<file path="config.mk">
export PLATFORM = sky130hd
export DESIGN_NAME = capture_frequency_hysteresis_counter_unit
export DESIGN_NICKNAME = d
export VERILOG_FILES = /design/src/rtl/cfhc_pkg.sv /design/src/rtl/capture_frequency_hysteresis_counter_unit.sv
export SDC_FILE = /design/constraint.sdc
export NUM_CORES = 1
export LEC_CHECK = 0
export BUFFER_PORTS_ARGS = -buffer_cell sky130_fd_sc_hd__buf_2
export CORE_MARGIN = 5
export CORE_UTILIZATION = 37
export CTS_CLUSTER_SIZE = 30
export DETAILED_ROUTE_END_ITERATION = 16
export HOLD_SLACK_MARGIN = 0.15
export PLACE_DENSITY = 0.64
export REMOVE_ABC_BUFFERS = 1
export SYNTH_ARGS = -nofsm -noshare
export SYNTH_HDL_FRONTEND = slang
export SYNTH_SLANG_ARGS = --single-unit
export TNS_END_PERCENT = 100
</file>
<file path="constraint.sdc">
create_clock -name clock -period 6.5 [get_ports clock]
set_input_delay 1.95 -clock clock [delete_from_list [all_inputs] [get_ports clock]]
set_output_delay 1.95 -clock clock [all_outputs]
set_load 0.05 [all_outputs]
</file>
<file path="src/rtl/cfhc_pkg.sv">
package cfhc_pkg;

   localparam int STAMP_PORT_WIDTH = 16;
   localparam int FREQ_WIDTH       = 32;
   localparam int CNT_PORT_WIDTH   = 8;
   localparam int CSR_IDX_WIDTH    = 2;
   localparam int STEP_WIDTH       = $clog2(FREQ_WIDTH);

   localparam logic [STEP_WIDTH-1:0] STEP_LAST = STEP_WIDTH'(FREQ_WIDTH - 1);

   localparam logic [CSR_IDX_WIDTH-1:0] CSR_REF_CLOCK = 2'd0;
   localparam logic [CSR_IDX_WIDTH-1:0] CSR_HIGH_THR  = 2'd1;
   localparam logic [CSR_IDX_WIDTH-1:0] CSR_LOW_THR   = 2'd2;

   localparam logic [FREQ_WIDTH-1:0] REF_CLOCK_RESET = 32'd22500000;
   localparam logic [FREQ_WIDTH-1:0] HIGH_THR_RESET  = 32'd2000000;
   localparam logic [FREQ_WIDTH-1:0] LOW_THR_RESET   = 32'd1650000;

   typedef struct packed {
      logic                      freq_valid;
      logic [FREQ_WIDTH-1:0]     frequency;
      logic                      high_event;
      logic                      low_event;
      logic [CNT_PORT_WIDTH-1:0] crossing_count;
      logic                      halted;
   } rsp_type;

endpackage

</file>
<file path="src/rtl/capture_frequency_hysteresis_counter_unit.sv">
// Capture frequency meter with hysteresis crossing counter.
// req_ channel: one timer capture stamp per transfer. Stamps pair up; the
// second stamp of a pair yields frequency = ref_clock_hz / (second - first).
// rsp_ channel: one result per accepted stamp (frequency, high/low events,
// crossing count, halted flag), held in an output register.
// csr_ channel: register writes (0 ref clock, 1 high threshold, 2 low
// threshold); csr_ready is high whenever no division is running.
// A stamp that opens a pair, a halted stamp or an equal pair gets its result
// straight into the output register; a pair-closing stamp waits for the
// bit-serial restoring divider, which retires one quotient bit per cycle.
// Pair-opening stamps are taken one per cycle while rsp_stall does not hold;
// no stamp is taken while a division runs, as the divider handles one item at a time.
// Reset (synchronous) restores default registers, arms the detector, clears
// the count, the pair state and the halt flag, and empties the output.
// While rsp_stall holds, the result waits in the output register and
// req_stall stays high, so no new stamp is taken until it transfers.
module capture_frequency_hysteresis_counter_unit #(
   parameter int STAMP_WIDTH = 16,
   parameter int COUNT_WIDTH = 8
) (
   input  logic                                   clock,
   input  logic                                   reset,
   input  logic                                   req_valid,
   output logic                                   req_stall,
   input  logic [cfhc_pkg::STAMP_PORT_WIDTH-1:0]  req_capture_stamp,
   output logic                                   rsp_valid,
   input  logic                                   rsp_stall,
   output logic                                   rsp_freq_valid,
   output logic [cfhc_pkg::FREQ_WIDTH-1:0]        rsp_frequency,
   output logic                                   rsp_high_event,
   output logic                                   rsp_low_event,
   output logic [cfhc_pkg::CNT_PORT_WIDTH-1:0]    rsp_crossing_count,
   output logic                                   rsp_halted,
   input  logic                                   csr_valid,
   output logic                                   csr_ready,
   input  logic [cfhc_pkg::CSR_IDX_WIDTH-1:0]     csr_index,
   input  logic [cfhc_pkg::FREQ_WIDTH-1:0]        csr_wdata
);

   localparam int SW = STAMP_WIDTH;
   localparam int FW = cfhc_pkg::FREQ_WIDTH;
   localparam int CW = COUNT_WIDTH;
   localparam int OW = cfhc_pkg::CNT_PORT_WIDTH;

   localparam logic ST_IDLE = 1'b0;
   localparam logic ST_DIV  = 1'b1;

   logic                            state_ff, state_in;
   logic [cfhc_pkg::STEP_WIDTH-1:0] step_ff, step_in;
   logic [FW-1:0]                   ref_clock_ff, ref_clock_in;
   logic [FW-1:0]                   high_thr_ff, high_thr_in;
   logic [FW-1:0]                   low_thr_ff, low_thr_in;
   logic                            have_first_ff, have_first_in;
   logic [SW-1:0]                   first_stamp_ff, first_stamp_in;
   logic [FW-1:0]                   last_freq_ff, last_freq_in;
   logic                            armed_ff, armed_in;
   logic [CW-1:0]                   count_ff, count_in;
   logic                            halt_ff, halt_in;
   logic [SW-1:0]                   divisor_ff, divisor_in;
   logic [SW-1:0]                   rem_ff, rem_in;
   logic [FW-1:0]                   quo_ff, quo_in;
   logic                            rsp_valid_ff, rsp_valid_in;
   cfhc_pkg::rsp_type               out_ff, out_in;

   logic          accept;
   logic [SW-1:0] stamp;
   logic [SW-1:0] diff;
   logic [SW:0]   trial;
   logic [SW:0]   trial_sub;
   logic          quo_bit;
   logic [SW-1:0] rem_next;
   logic [FW-1:0] quo_next;
   logic          hi_hit;
   logic          armed_mid;
   logic          lo_hit;
   logic [CW-1:0] count_bump;
   logic [CW+OW-1:0] cnt_now_ext;
   logic [CW+OW-1:0] cnt_bump_ext;

   assign req_stall = (state_ff != ST_IDLE) || (rsp_valid_ff && rsp_stall);
   assign accept    = req_valid && !req_stall;
   assign csr_ready = (state_ff == ST_IDLE);

   assign stamp = SW'(req_capture_stamp);
   assign diff  = stamp - first_stamp_ff;

   // restoring division, one quotient bit per cycle
   assign trial     = {rem_ff, quo_ff[FW-1]};
   assign trial_sub = trial - {1'b0, divisor_ff};
   assign quo_bit   = (trial >= {1'b0, divisor_ff});
   assign rem_next  = quo_bit ? trial_sub[SW-1:0] : trial[SW-1:0];
   assign quo_next  = {quo_ff[FW-2:0], quo_bit};

   // hysteresis: high check first, then low on the updated arm state
   assign hi_hit     = (quo_next > high_thr_ff) && armed_ff;
   assign armed_mid  = armed_ff && !hi_hit;
   assign lo_hit     = (quo_next < low_thr_ff) && !armed_mid;
   assign count_bump = hi_hit ? count_ff + {{(CW-1){1'b0}}, 1'b1} : count_ff;

   assign cnt_now_ext  = {{OW{1'b0}}, count_ff};
   assign cnt_bump_ext = {{OW{1'b0}}, count_bump};

   always_comb begin
      state_in       = state_ff;
      step_in        = step_ff;
      ref_clock_in   = ref_clock_ff;
      high_thr_in    = high_thr_ff;
      low_thr_in     = low_thr_ff;
      have_first_in  = have_first_ff;
      first_stamp_in = first_stamp_ff;
      last_freq_in   = last_freq_ff;
      armed_in       = armed_ff;
      count_in       = count_ff;
      halt_in        = halt_ff;
      divisor_in     = divisor_ff;
      rem_in         = rem_ff;
      quo_in         = quo_ff;
      rsp_valid_in   = rsp_valid_ff;
      out_in         = out_ff;

      if (rsp_valid_ff && !rsp_stall) begin
         rsp_valid_in = 1'b0;
      end

      if (csr_valid && csr_ready) begin
         unique case (csr_index)
            cfhc_pkg::CSR_REF_CLOCK: ref_clock_in = csr_wdata;
            cfhc_pkg::CSR_HIGH_THR:  high_thr_in  = csr_wdata;
            cfhc_pkg::CSR_LOW_THR:   low_thr_in   = csr_wdata;
            default: ;
         endcase
      end

      unique case (state_ff)
         ST_IDLE: begin
            if (accept) begin
               rsp_valid_in          = 1'b1;
               out_in.freq_valid     = 1'b0;
               out_in.frequency      = last_freq_ff;
               out_in.high_event     = 1'b0;
               out_in.low_event      = 1'b0;
               out_in.crossing_count = cnt_now_ext[OW-1:0];
               out_in.halted         = halt_ff;
               if (!halt_ff) begin
                  if (!have_first_ff) begin
                     first_stamp_in = stamp;
                     have_first_in  = 1'b1;
                  end else begin
                     have_first_in = 1'b0;
                     if (diff == '0) begin
                        halt_in       = 1'b1;
                        out_in.halted = 1'b1;
                     end else begin
                        rsp_valid_in = 1'b0;
                        divisor_in   = diff;
                        rem_in       = '0;
                        quo_in       = ref_clock_ff;
                        step_in      = cfhc_pkg::STEP_LAST;
                        state_in     = ST_DIV;
                     end
                  end
               end
            end
         end
         ST_DIV: begin
            rem_in  = rem_next;
            quo_in  = quo_next;
            step_in = step_ff - 1'b1;
            if (step_ff == '0) begin
               state_in              = ST_IDLE;
               last_freq_in          = quo_next;
               armed_in              = armed_mid || lo_hit;
               count_in              = count_bump;
               rsp_valid_in          = 1'b1;
               out_in.freq_valid     = 1'b1;
               out_in.frequency      = quo_next;
               out_in.high_event     = hi_hit;
               out_in.low_event      = lo_hit;
               out_in.crossing_count = cnt_bump_ext[OW-1:0];
               out_in.halted         = 1'b0;
            end
         end
         default: begin
            state_in = ST_IDLE;
         end
      endcase
   end

   always_ff @(posedge clock) begin
      if (reset) begin
         state_ff       <= ST_IDLE;
         ref_clock_ff   <= cfhc_pkg::REF_CLOCK_RESET;
         high_thr_ff    <= cfhc_pkg::HIGH_THR_RESET;
         low_thr_ff     <= cfhc_pkg::LOW_THR_RESET;
         have_first_ff  <= 1'b0;
         first_stamp_ff <= '0;
         last_freq_ff   <= '0;
         armed_ff       <= 1'b1;
         count_ff       <= '0;
         halt_ff        <= 1'b0;
         rsp_valid_ff   <= 1'b0;
      end else begin
         state_ff       <= state_in;
         ref_clock_ff   <= ref_clock_in;
         high_thr_ff    <= high_thr_in;
         low_thr_ff     <= low_thr_in;
         have_first_ff  <= have_first_in;
         first_stamp_ff <= first_stamp_in;
         last_freq_ff   <= last_freq_in;
         armed_ff       <= armed_in;
         count_ff       <= count_in;
         halt_ff        <= halt_in;
         rsp_valid_ff   <= rsp_valid_in;
      end
      step_ff    <= step_in;
      divisor_ff <= divisor_in;
      rem_ff     <= rem_in;
      quo_ff     <= quo_in;
      out_ff     <= out_in;
   end

   assign rsp_valid          = rsp_valid_ff;
   assign rsp_freq_valid     = out_ff.freq_valid;
   assign rsp_frequency      = out_ff.frequency;
   assign rsp_high_event     = out_ff.high_event;
   assign rsp_low_event      = out_ff.low_event;
   assign rsp_crossing_count = out_ff.crossing_count;
   assign rsp_halted         = out_ff.halted;

`ifndef NO_ASSERTIONS
   a_div_out_empty: assert property (@(posedge clock) disable iff (reset)
      (state_ff == ST_DIV) |-> !rsp_valid_ff)
      else $error("output holds a result while dividing");

   a_halt_sticky: assert property (@(posedge clock) disable iff (reset)
      halt_ff |=> halt_ff)
      else $error("halt flag cleared without reset");

   a_event_needs_freq: assert property (@(posedge clock) disable iff (reset)
      (rsp_valid_ff && (out_ff.high_event || out_ff.low_event)) |-> out_ff.freq_valid)
      else $error("event reported without a new frequency");

   a_halt_blocks_div: assert property (@(posedge clock) disable iff (reset)
      (halt_ff && state_ff == ST_IDLE) |=> (state_ff == ST_IDLE))
      else $error("divider started while halted");
`endif

endmodule

</file>
==> flow_metrics.env <==
export IMPL_run_status="finished clean"
export IMPL_critical_path_peak_fanout=53
export IMPL_drtPass1Iterations=5
export IMPL_combPwrFrac_pct=15.4
export IMPL_end_kind="flop"
export IMPL_worst_pin_slew_ns=1.19
export IMPL_initial_utilization_pct=37.6
export IMPL_hold_viol=0
export IMPL_cts_setup_buffers=0
export IMPL_yosysWarnings=0
export IMPL_crit_start="req_capture_stamp[0]"
export IMPL_fmax_ghz=0.190
export IMPL_whs_path_depth=2
export IMPL_r2r_start="rem_ff[5]"
export IMPL_crit_arrival_ns=5.46
export IMPL_fin_crit_sh_pct=80.9
export IMPL_report_final_slew_viol_count=0
export IMPL_grt_first_pass_wirelength_um=52500
export IMPL_clk_latency_ns=0.56
export IMPL_ant_nets=0
export IMPL_crit_family="simple AND/OR/NAND/NOR gates"
export IMPL_core_um2=35700
export IMPL_synth_main_ff_cell="dfxtp_1"
export IMPL_relSlewSlack_pct=20.7
export IMPL_crit_slowest_cell="or4b_1"
export IMPL_cts_root_buf="clkbuf_16"
export IMPL_fin_worst_hold_slack_ns=0.452
export IMPL_first_global_vias=10261
export IMPL_dp_hpwl_um=21700
export IMPL_setup_ws_ns=1.24
export IMPL_path_clk_slew_ns=0.06
export IMPL_gr_total_overflow=0
export IMPL_ff2ff_path_depth=15
export IMPL_drcViolationCount=0
export IMPL_crit_type="in -> reg"
export IMPL_r2r_end="rsp_crossing_count[1]"
export IMPL_vias=10554
export IMPL_drv_cap=0
export IMPL_wl_per_cell_um=15.5
export IMPL_htreeDepth=1
export IMPL_grt_max_degree=71
export IMPL_synth_cell_type_count=65
export IMPL_rows=69
export IMPL_cts_buffer_depth=3
export IMPL_layout_drive_gt1_share_pct=11.4
export IMPL_ios=102
export IMPL_fin_nets=1742
export IMPL_wirelength_um=32100
export IMPL_antenna_found_initial=0
export IMPL_setup_tns_ns=0
export IMPL_gp_congestion=0.841
export IMPL_syn2layout_area_growth_pct=14.4
export IMPL_io_buffers=101
export IMPL_critPathBufInv=3
export IMPL_synth_area_um2=13400
export IMPL_synth_area_per_cell_um2=8.89
export IMPL_reg2reg_slack_ns=2.09
export IMPL_yosysSeqAreaShare_pct=48.7
export IMPL_path_cells="buf_2 -> inv_1 -> ha_1 -> fa_1 -> nor2b_1 -> o31a_1 -> a21oi_1 -> or4_1 -> nor3_1 -> nand4_1 -> or4b_1 -> a31o_2 -> buf_4"
export IMPL_ir_worst_vdd_uv=206
export IMPL_holdPathEnd="last_freq_ff[3]"
export IMPL_seqPwrFrac_pct=45.0
export IMPL_p_leak_nw=5.91
export IMPL_cts_tree="done"
export IMPL_dieHeight_um=201
export IMPL_startpoint_type="input port"
export IMPL_p_per_area_nw_per_um2=279
export IMPL_p_int_mw=3.11
export IMPL_cts_resized=0
export IMPL_synth_edf_count=113
export IMPL_fin_skew_ns=0.0220
export IMPL_cp_slowest_stage_delay_ns=0.65
export IMPL_drt_iter0_markers=566
export IMPL_numClockSinks=270
export IMPL_place_ws_ns=0.677
export IMPL_avgViaCountPerCell=5.09
export IMPL_die_x_um=201
export IMPL_setup_violations=0
export IMPL_min_period_ns=5.26
export IMPL_synthCells=1510
export IMPL_numCtsBuffers=29
export IMPL_grt_util_all_layers_pct=15.4
export IMPL_rsz0062_at_grt="false"
export IMPL_required_ns=6.70
export IMPL_hp_start="last_freq_ff[3]"
export IMPL_ys_seq_elements=270
export IMPL_swShare_pct=27.4
export IMPL_dieArea_um2=40200
export IMPL_clkPwrFrac_pct=39.6
export IMPL_switchingPower_mw=1.17
export IMPL_ctsHoldBuffers=0
export IMPL_holdCritPathClass="reg -> reg"
export IMPL_async_reset_ff_share_pct=0
-- cells in the mapped netlist, types with 9 or more instances --
master	instances	area, µm²
a211oi_1	11	82.6
a21o_1	15	113
a21oi_1	163	816
and3_1	10	62.6
clkbuf_1	59	221
dfxtp_1	157	3140
edfxtp_1	113	3390
ha_1	96	1200
inv_1	171	642
mux2i_1	12	120
nand2_1	323	1210
nand2b_1	9	56.3
nand3_1	15	75.1
nand4_1	20	125
nor2_1	47	176
nor2b_1	9	56.3
nor3_1	16	80.1
o211ai_1	36	270
o21a_1	10	75.1
o21ai_0	95	475
xnor2_1	28	245
-- worst min-delay path: stages (launching register included) --
cell and delay [ns]:
dfxtp_1 0.30, nand2_1 0.05, a21oi_1 0.05
-- how the worst max path moves through the flow --
stage	cells past startpoint	endpoint
floorplan	6	count_ff[6]
global placement	13	quo_ff[12]
detailed placement	13	quo_ff[9]
CTS	13	quo_ff[1]
global route	13	quo_ff[1]
finish	13	quo_ff[1]
-- per-stage QoR --
step	instances	total power, mW	cell area (µm²)	utilization (%)
after floorplan	1444	2.42	13200	-
after global placement	2019	2.61	14400	40.2
after detailed placement	2019	2.62	14400	40.2
after CTS	2073	4.34	15400	43.0
after global routing	2073	4.48	15400	43.0
final	2074	4.28	15400	43.0
-- placed cells by master, fill, tap and decap left out, drive strengths merged, types with 10 or more instances in the layout --
cell type  instances
ha                96
a21o              15
nand4             20
clkbuf            38
inv              173
nor3              17
clkinv            10
nand2            323
buf              114
nor2              47
edfxtp           113
xnor2             28
a21oi            163
dfxtp            157
nand3             15
a211oi            11
mux2i             12
o21a              10
o21ai             95
o211ai            37
and3              10
-- metal layers --
metal | track usage (%) | part of all wire, % | wire, µm
met1 | 21.1 | 47 | 15200
met2 | 25.7 | 45 | 14600
met3 | 2.58 | 5.2 | 1670
met4 | 3.56 | 2.0 | 656
met5 | 0 | 0 | 0
-- registers in the layout, indices dropped and copies added (netlist names), 5 cells and up --
name                flops
ref_clock_ff           32
last_freq_ff           32
first_stamp_ff         16
step_ff                 5
quo_ff                 32
rsp_crossing_count      8
count_ff                8
high_thr_ff            32
divisor_ff             16
rem_ff                 16
rsp_frequency          32
low_thr_ff             32
-- area by class of cell --
cell class,instances,area [µm²]
multi-input combinational,1002,6020
inverter,172,646
clock inverter,16,199
tap,461,577
antenna,1,2.50
sequential,270,6540
clock buffer,38,781
fill,3517,20400
timing repair buffer,114,606
-- cells by family (layout without fill, tap and decap cells) --
logic type / Yosys count / after routing / synth area share [%]
other: 0 / 1 / 0
buffers and inverters: 238 / 340 / 6.72
and+or+nand+nor: 484 / 484 / 15.7
muxes: 15 / 15 / 1.15
xor gates and xnor gates: 31 / 31 / 2.02
adders and majority gates: 98 / 98 / 9.24
DFF: 270 / 270 / 48.7
AOI/OAI and AO/OA: 374 / 374 / 16.6
-- power by group through the flow --
| stage | sequential, mW | clock, mW | combinational, mW |
|---|---|---|---|
| after global placement | 1.96 | 0 | 0.643 |
| after detailed placement | 1.96 | 0 | 0.658 |
| after global routing | 1.94 | 1.80 | 0.737 |
| after CTS | 1.93 | 1.75 | 0.662 |
| after floorplan | 2.04 | 0 | 0.387 |
| final | 1.93 | 1.70 | 0.659 |
Note: power is estimated with default switching activity, not from simulation.
